## src/tlp_pkg.sv

```systemverilog
// Shared types and constants for the throttle load predictor.
package tlp_pkg;

  typedef struct packed {
    logic        cmd;
    logic [7:0]  throttle;
    logic [15:0] time_now;
    logic [15:0] basic_load;
    logic [15:0] next_tdc_time;
    logic [15:0] load_in;
  } in_word_t;

  typedef struct packed {
    logic [15:0]        load_out;
    logic signed [15:0] load_delta;
    logic               applied;
  } out_word_t;

  // operands of the serial multiply-then-divide unit
  typedef struct packed {
    logic [15:0] mcand;
    logic [15:0] mplier;
    logic [15:0] divisor;
  } md_req_t;

  localparam logic CMD_SAVE    = 1'b0;
  localparam logic CMD_PREDICT = 1'b1;

  localparam logic REG_LOAD_CEILING = 1'b0;

  localparam logic [15:0]        CEILING_RESET = 16'hFFFF;
  localparam logic [15:0]        LOAD_FLOOR    = 16'd5;
  localparam logic signed [8:0]  TPS_STEP      = 9'sd5;
  localparam logic signed [15:0] QTR_BIAS      = 16'sd3;

  localparam logic [4:0] MUL_LAST = 5'd15;
  localparam logic [4:0] DIV_LAST = 5'd31;

endpackage

```

## src/tlp_muldiv.sv

```systemverilog
// Bit-serial unsigned 16x16 multiply followed by restoring 32/16 divide.
module tlp_muldiv import tlp_pkg::*; (
  input  logic        clk,
  input  logic        rst_n,
  input  logic        start,
  input  md_req_t     req,
  output logic        done,
  output logic [15:0] quot
);

  typedef enum logic [1:0] {MD_IDLE, MD_MUL, MD_DIV} md_state_t;

  md_state_t   state_r;
  logic [4:0]  cnt_r;
  logic [31:0] prod_r;
  logic [15:0] rem_r;
  logic [15:0] mcand_r;
  logic [15:0] div_r;
  logic        done_r;

  logic [16:0] mul_sum;
  logic [16:0] trial;
  logic [16:0] diff;
  logic        ge;

  assign mul_sum = {1'b0, prod_r[31:16]} + (prod_r[0] ? {1'b0, mcand_r} : 17'd0);
  assign trial   = {rem_r, prod_r[31]};
  assign diff    = trial - {1'b0, div_r};
  assign ge      = (trial >= {1'b0, div_r});

  always_ff @(posedge clk) begin
    if (!rst_n) begin
      state_r <= MD_IDLE;
      cnt_r   <= '0;
      done_r  <= 1'b0;
    end else begin
      done_r <= 1'b0;
      unique case (state_r)
        MD_IDLE: begin
          if (start) begin
            prod_r  <= {16'd0, req.mplier};
            mcand_r <= req.mcand;
            div_r   <= req.divisor;
            cnt_r   <= '0;
            state_r <= MD_MUL;
          end
        end
        MD_MUL: begin
          prod_r <= {mul_sum, prod_r[15:1]};
          cnt_r  <= cnt_r + 5'd1;
          if (cnt_r == MUL_LAST) begin
            cnt_r   <= '0;
            rem_r   <= '0;
            state_r <= MD_DIV;
          end
        end
        MD_DIV: begin
          prod_r <= {prod_r[30:0], ge};
          rem_r  <= ge ? diff[15:0] : trial[15:0];
          cnt_r  <= cnt_r + 5'd1;
          if (cnt_r == DIV_LAST) begin
            done_r  <= 1'b1;
            state_r <= MD_IDLE;
          end
        end
        default: state_r <= MD_IDLE;
      endcase
    end
  end

  assign done = done_r;
  assign quot = prod_r[15:0];

endmodule

```

## src/throttle_load_predictor_unit.sv

```systemverilog
// Throttle load predictor: top level with control sequencer and registers.
//
// Input words arrive on in_valid/in_stall/in_data; one result word per input
// word leaves on out_valid/out_stall/out_data. A word is taken at a clock edge
// with valid high and stall low.
// A save word (cmd 0) records throttle, timer and basic load and returns
// load_in unchanged; it passes S_PREP and S_DONE on to the output register.
// A predict word that applies a correction runs a bit-serial multiply and a
// restoring divide in tlp_muldiv, plus setup, start, sign, quartering,
// clamping and output load on the way to the output register. One word is
// processed at a time and in_stall is high while a word is in work, so the
// next word is taken only once the current one is in the output register.
// The output register holds a finished word while out_stall is high; the
// next input word is taken meanwhile, and its result waits until the output
// register is free.
// load_ceiling sits at byte address 0 of the APB port; reset sets it to 65535
// and clears the saved sample and all handshake state.
module throttle_load_predictor_unit import tlp_pkg::*; (
  input  logic        clk,
  input  logic        rst_n,
  input  logic        in_valid,
  output logic        in_stall,
  input  in_word_t    in_data,
  output logic        out_valid,
  input  logic        out_stall,
  output out_word_t   out_data,
  input  logic        psel,
  input  logic        penable,
  input  logic        pwrite,
  input  logic [2:0]  paddr,
  input  logic [31:0] pwdata,
  output logic [31:0] prdata,
  output logic        pready
);

  typedef enum logic [2:0] {S_IDLE, S_PREP, S_CALC, S_QTR, S_SUM, S_DONE} state_t;

  state_t             state_r;
  logic [15:0]        ceiling_r;
  logic [7:0]         saved_thr_r;
  logic [15:0]        saved_time_r;
  logic [15:0]        saved_load_r;
  logic signed [8:0]  dtps_r;
  logic [15:0]        dt1_r;
  logic [15:0]        dt2_r;
  logic signed [15:0] dld_r;
  logic [15:0]        load_r;
  logic               cmd_r;
  logic               neg_r;
  logic               fell_r;
  logic signed [15:0] delta_r;
  out_word_t          res_r;
  out_word_t          out_data_r;
  logic               out_valid_r;
  logic               md_start_r;
  md_req_t            md_req_r;

  logic               in_acc;
  logic               cfg_wr;
  logic               moved;
  logic [18:0]        dt1_x5;
  logic [15:0]        dt2_lim;
  logic [15:0]        dld_mag;
  logic               md_done;
  logic [15:0]        md_quot;
  logic signed [15:0] qtr_sum;
  logic [15:0]        sum;
  logic [15:0]        capped;
  logic               out_free;

  tlp_muldiv u_muldiv (
    .clk   (clk),
    .rst_n (rst_n),
    .start (md_start_r),
    .req   (md_req_r),
    .done  (md_done),
    .quot  (md_quot)
  );

  assign in_stall = (state_r != S_IDLE);
  assign in_acc   = in_valid && !in_stall;
  assign out_free = !out_valid_r || !out_stall;

  assign moved   = (dtps_r >= TPS_STEP) || (dtps_r <= -TPS_STEP);
  assign dt1_x5  = {3'b000, dt1_r} + {1'b0, dt1_r, 2'b00};
  assign dt2_lim = ({3'b000, dt2_r} >= dt1_x5) ? {dt1_r[13:0], 2'b00} : dt2_r;
  assign dld_mag = dld_r[15] ? (16'd0 - dld_r) : dld_r;

  assign qtr_sum = delta_r + (delta_r[15] ? QTR_BIAS : 16'sd0);
  assign sum     = load_r + delta_r;
  assign capped  = (sum > ceiling_r) ? ceiling_r : sum;

  // configuration port
  assign pready = 1'b1;
  assign cfg_wr = psel && penable && pwrite && pready;
  assign prdata = (paddr[2] == REG_LOAD_CEILING) ? {16'd0, ceiling_r} : 32'd0;

  always_ff @(posedge clk) begin
    if (!rst_n) begin
      ceiling_r <= CEILING_RESET;
    end else if (cfg_wr && (paddr[2] == REG_LOAD_CEILING)) begin
      ceiling_r <= pwdata[15:0];
    end
  end

  always_ff @(posedge clk) begin
    if (!rst_n) begin
      state_r      <= S_IDLE;
      saved_thr_r  <= '0;
      saved_time_r <= '0;
      saved_load_r <= '0;
      out_valid_r  <= 1'b0;
      md_start_r   <= 1'b0;
    end else begin
      md_start_r <= 1'b0;
      if (out_valid_r && !out_stall) begin
        out_valid_r <= 1'b0;
      end
      unique case (state_r)
        S_IDLE: begin
          if (in_acc) begin
            dtps_r  <= $signed({1'b0, in_data.throttle}) - $signed({1'b0, saved_thr_r});
            dt1_r   <= in_data.time_now - saved_time_r;
            dt2_r   <= in_data.next_tdc_time - in_data.time_now;
            dld_r   <= in_data.basic_load - saved_load_r;
            load_r  <= in_data.load_in;
            cmd_r   <= in_data.cmd;
            state_r <= S_PREP;
            if (in_data.cmd == CMD_SAVE) begin
              saved_thr_r  <= in_data.throttle;
              saved_time_r <= in_data.time_now;
              saved_load_r <= in_data.basic_load;
            end
          end
        end
        S_PREP: begin
          if (cmd_r == CMD_PREDICT && moved && dt1_r != 16'd0) begin
            md_req_r   <= '{mcand: dt2_lim, mplier: dld_mag, divisor: dt1_r};
            md_start_r <= 1'b1;
            neg_r      <= dld_r[15];
            fell_r     <= dtps_r[8];
            state_r    <= S_CALC;
          end else begin
            res_r   <= '{load_out: load_r, load_delta: 16'sd0, applied: 1'b0};
            state_r <= S_DONE;
          end
        end
        S_CALC: begin
          if (md_done) begin
            delta_r <= neg_r ? (16'd0 - md_quot) : md_quot;
            state_r <= S_QTR;
          end
        end
        S_QTR: begin
          if (fell_r) begin
            delta_r <= qtr_sum >>> 2;
          end
          state_r <= S_SUM;
        end
        S_SUM: begin
          res_r   <= '{load_out: (capped < LOAD_FLOOR) ? LOAD_FLOOR : capped,
                       load_delta: delta_r, applied: 1'b1};
          state_r <= S_DONE;
        end
        S_DONE: begin
          if (out_free) begin
            out_data_r  <= res_r;
            out_valid_r <= 1'b1;
            state_r     <= S_IDLE;
          end
        end
        default: state_r <= S_IDLE;
      endcase
    end
  end

  assign out_valid = out_valid_r;
  assign out_data  = out_data_r;

endmodule

```

## config.mk

```make
export PLATFORM = sky130hd
export DESIGN_NAME = throttle_load_predictor_unit
export DESIGN_NICKNAME = d
export VERILOG_FILES = /design/src/tlp_pkg.sv /design/src/tlp_muldiv.sv /design/src/throttle_load_predictor_unit.sv
export SDC_FILE = /design/constraint.sdc
export NUM_CORES = 1
export LEC_CHECK = 0
export ABC_CLOCK_PERIOD_IN_PS = 11100
export BUFFER_PORTS_ARGS = -buffer_cell sky130_fd_sc_hd__buf_2
export CORE_MARGIN = 1
export CORE_UTILIZATION = 65
export DETAILED_ROUTE_END_ITERATION = 10
export PLACE_DENSITY = 0.87
export SLEW_MARGIN = 20
export SYNTH_ARGS = -nofsm -noshare
export SYNTH_HDL_FRONTEND = slang
export SYNTH_SLANG_ARGS = --single-unit
```

## constraint.sdc

```tcl
create_clock -name clk -period 11.1 [get_ports clk]
set_input_delay 1.11 -clock clk [delete_from_list [all_inputs] [get_ports clk]]
set_output_delay 1.11 -clock clk [all_outputs]
set_load 0.05 [all_outputs]
```

==> flow_summary.toml <==
[cts]
numCtsBuffers = 38
clk_path_buf_depth = 3
htreeDepth = 2
ctsResizeCount = 0
tritoncts = "yes"
clk_latency_ns = 0.53
ctsHoldBuffers = 0
clock-sinks = 355
clkTransAtPathRegs_ns = 0.06
root_buffer = "clkbuf_16"
post_cts_buffers = 0

[synth]
synth_ff_type = "edfxtp_1"
yosys_warnings = 0
ys_seq_elements = 355
synthTopCellsByCount = "edfxtp_1 (286), nand2_1 (194), ha_1 (157)"
netlist.area_leader.share = 0.423
ys_types = 80
avgSynthCellArea_sq_um = 10.6
synth.most_common_cell = "edfxtp_1"
synth-seq-area-share = 0.491
synth-edff-count = 286
synth_area_sq_um = 20300
synthTopCellsByArea = "edfxtp_1 (42%), ha_1 (9.7%), dfxtp_1 (6.8%)"
synthCells = 1918
post-synth-top-area-cell = "edfxtp_1"
postSynth.asyncResetShare = 0

[drt]
wl_met2_um = 20600
firstDrtPassIters = 6
finalWirelength_um = 41900
met1_length_um = 17300
routed.top_layer = "met5"
dr.first_iter.drc_count = 971
drtAntennaViolNets = 0
wl_met3_um = 2700
vias_per_cell = 6.05
wl_per_cell_um = 16.9
drcViolationCount = 0
vias = 15000

[worst_setup_path]
cp-end-kind = "flop"
critPathArrivalTime_ns = 5.26
worstPathRequired_ns = 11.36
worst_setup_path_start_kind = "flop"
path_max_fanout = 16
crit_buf_inv = 0
critPathKind = "flop to flop"
rr_endpoint = "md_req_r[46]"
critPathSlowestCell = "a2111o_1"
cp_cell_sequence = "ha_1 > fa_1 > a21o_1 > a221o_1 > o2111ai_1 > nand2_1 > a21oi_1 > xor2_1 > ha_1 > nand4_1 > o31ai_1 > o21ai_0 > a21bo_2 > a2111o_1 > mux2_1"
cpPeakStageDelay_ns = 0.70
r2r_setup_slack_ns = 6.11
r2r-start = "dt1_r[0]"
worst_r2r_path_depth = 15
crit_family = "compound AO/OA/AOI/OAI gates"
path_common_cell = "ha_1"

[global_routing]
grt_pass1_vias = 14500
grt_max_degree = 75
antenna_found_initial = 1
grt_pass1_wl_um = 67900
grt_overflow = 0
grt_usage = 0.264

[worst_hold_path]
worstHoldEndpoint = "out_data[3]"
hp-class = "flop to flop"
holdPathStages = 0
hp-start = "res_r[3]"

[power_and_ir_drop]
peakVddDrop_v = 0.000128
p_int_mw = 2.60
switching_power_mw = 0.959
sw_frac_of_total = 0.269
power.total_mw = 3.56
clock_power_share = 0.370
pwr-share-comb = 0.183
p_leak_nw = 9.03
p_per_area_nw_per_um2 = 157
seqPwrFrac = 0.447

[sta]
hold_violations = 0
worstMarginPinSlew_ns = 1.08
rsz0062_at_grt = "false"
setup_violations = 0
whs_ns = 0.408
max_freq_mhz = 200
maxSlewViolCount = 0
final.setup_skew_ns = 0.0279
fin_crit_sh = 0.450
maxSlewHeadroom = 0.280
setup_tns_ns = 0
timing.final.crit_period_ns = 4.99

[die]
fp-row-count = 64
die_x_um = 179
die_area_sq_um = 32000
coreArea_sq_um = 30700
die_height_um = 179
io_pins = 183
initial_core_util = 0.662

[cells_and_area]
multi_input_area_sq_um = 9550
n_antenna_cell = 0
ff_latch_area_sq_um = 9970
design_area_sq_um = 22700
syn_to_final_growth_pct = 11.7
final_layout_size_suffix_gt1_frac = 0.125
final_cell_count_no_fill = 2479
nets = 2337
fillers = 1998

[run_status]
status = "complete, no violations"

[run]
cap_violations = 0

[placed_design]
placed_cell_area_sq_um = 21400
routabilityCongestion = 0.931
port_buffers = 147
post-dp-hpwl_um = 29900
dp.cells = 2413
worst max path at each step:
stage             start      endpoint  slack (ns)  cells after the start
5_1_grt        dt1_r[2]  md_req_r[46]        5.93                     15
6_report       dt1_r[0]  md_req_r[46]        6.11                     15
2_1_floorplan     rst_n      res_r[0]        6.57                      3
4_1_cts        dt1_r[2]  md_req_r[39]        6.19                     15
3_3_place_gp   dt1_r[0]  md_req_r[39]        6.39                     15
3_5_place_dp   dt1_r[2]  md_req_r[46]        6.24                     15
layout by cell type, fill, tap and decap left out, types with 41 or more instances in the layout:
| master | n |
|---|---|
| a21boi_0 | 50 |
| a21oi_1 | 95 |
| buf_2 | 147 |
| dfxtp_1 | 69 |
| edfxtp_1 | 286 |
| ha_1 | 157 |
| inv_1 | 143 |
| nand2_1 | 194 |
| nor2_1 | 96 |
| nor2b_1 | 41 |
| o21ai_0 | 86 |
| xnor2_1 | 80 |
| xor2_1 | 42 |
metrics by stage:
stage	util	worst slack, ns
2_1_floorplan	-	6.57
3_3_place_gp	0.697	6.39
3_5_place_dp	0.697	6.24
4_1_cts	0.740	6.19
5_1_grt	0.740	5.93
6_report	0.740	6.11
power by group through the flow:
stage	Combinational (mW)	Clock, mW	Sequential, mW
finish	0.652	1.32	1.59
global route	0.724	1.38	1.60
CTS	0.645	1.33	1.59
detailed placement	0.637	0	1.62
global placement	0.608	0	1.62
floorplan	0.500	0	1.60
cell families after synthesis:
group,synth area share
other,0.000370
DFF,0.491
muxes,0.0246
and+or+nand+nor,0.139
adders and majority gates,0.105
buffers and inverters,0.0438
xor gates and xnor gates,0.0540
AOI/OAI and AO/OA,0.143
per-layer routing:
layer,vias to the layer above,GRT usage
met1,7103,0.326
met2,582,0.468
met4,2,0.0989
met3,113,0.0367
met5,-,0
li1,7202,-
cell type report:
cell class | instances | area share
Clock inverter | 23 | 0.0139
Multi-Input combinational cell | 1359 | 0.421
Inverter | 143 | 0.0237
Timing Repair Buffer | 160 | 0.0367
Clock buffer | 43 | 0.0436
Sequential cell | 355 | 0.439
Tap cell | 396 | 0.0218
state kept, by name, summed over array words and instances, names as in the netlist, 2 cells and up:
signal and count:
u_muldiv.rem_r 16, dtps_r 9, u_muldiv.state_r 2, ceiling_r 16, delta_r 16, dt1_r 16
saved_thr_r 8, u_muldiv.div_r 16, res_r 33, saved_time_r 16, out_data 33, state_r 3
md_req_r 48, dt2_r 16, saved_load_r 16, dld_r 16, load_r 16, u_muldiv.cnt_r 5
u_muldiv.prod_r 32, u_muldiv.mcand_r 16
(Power assumes the default switching activity.)
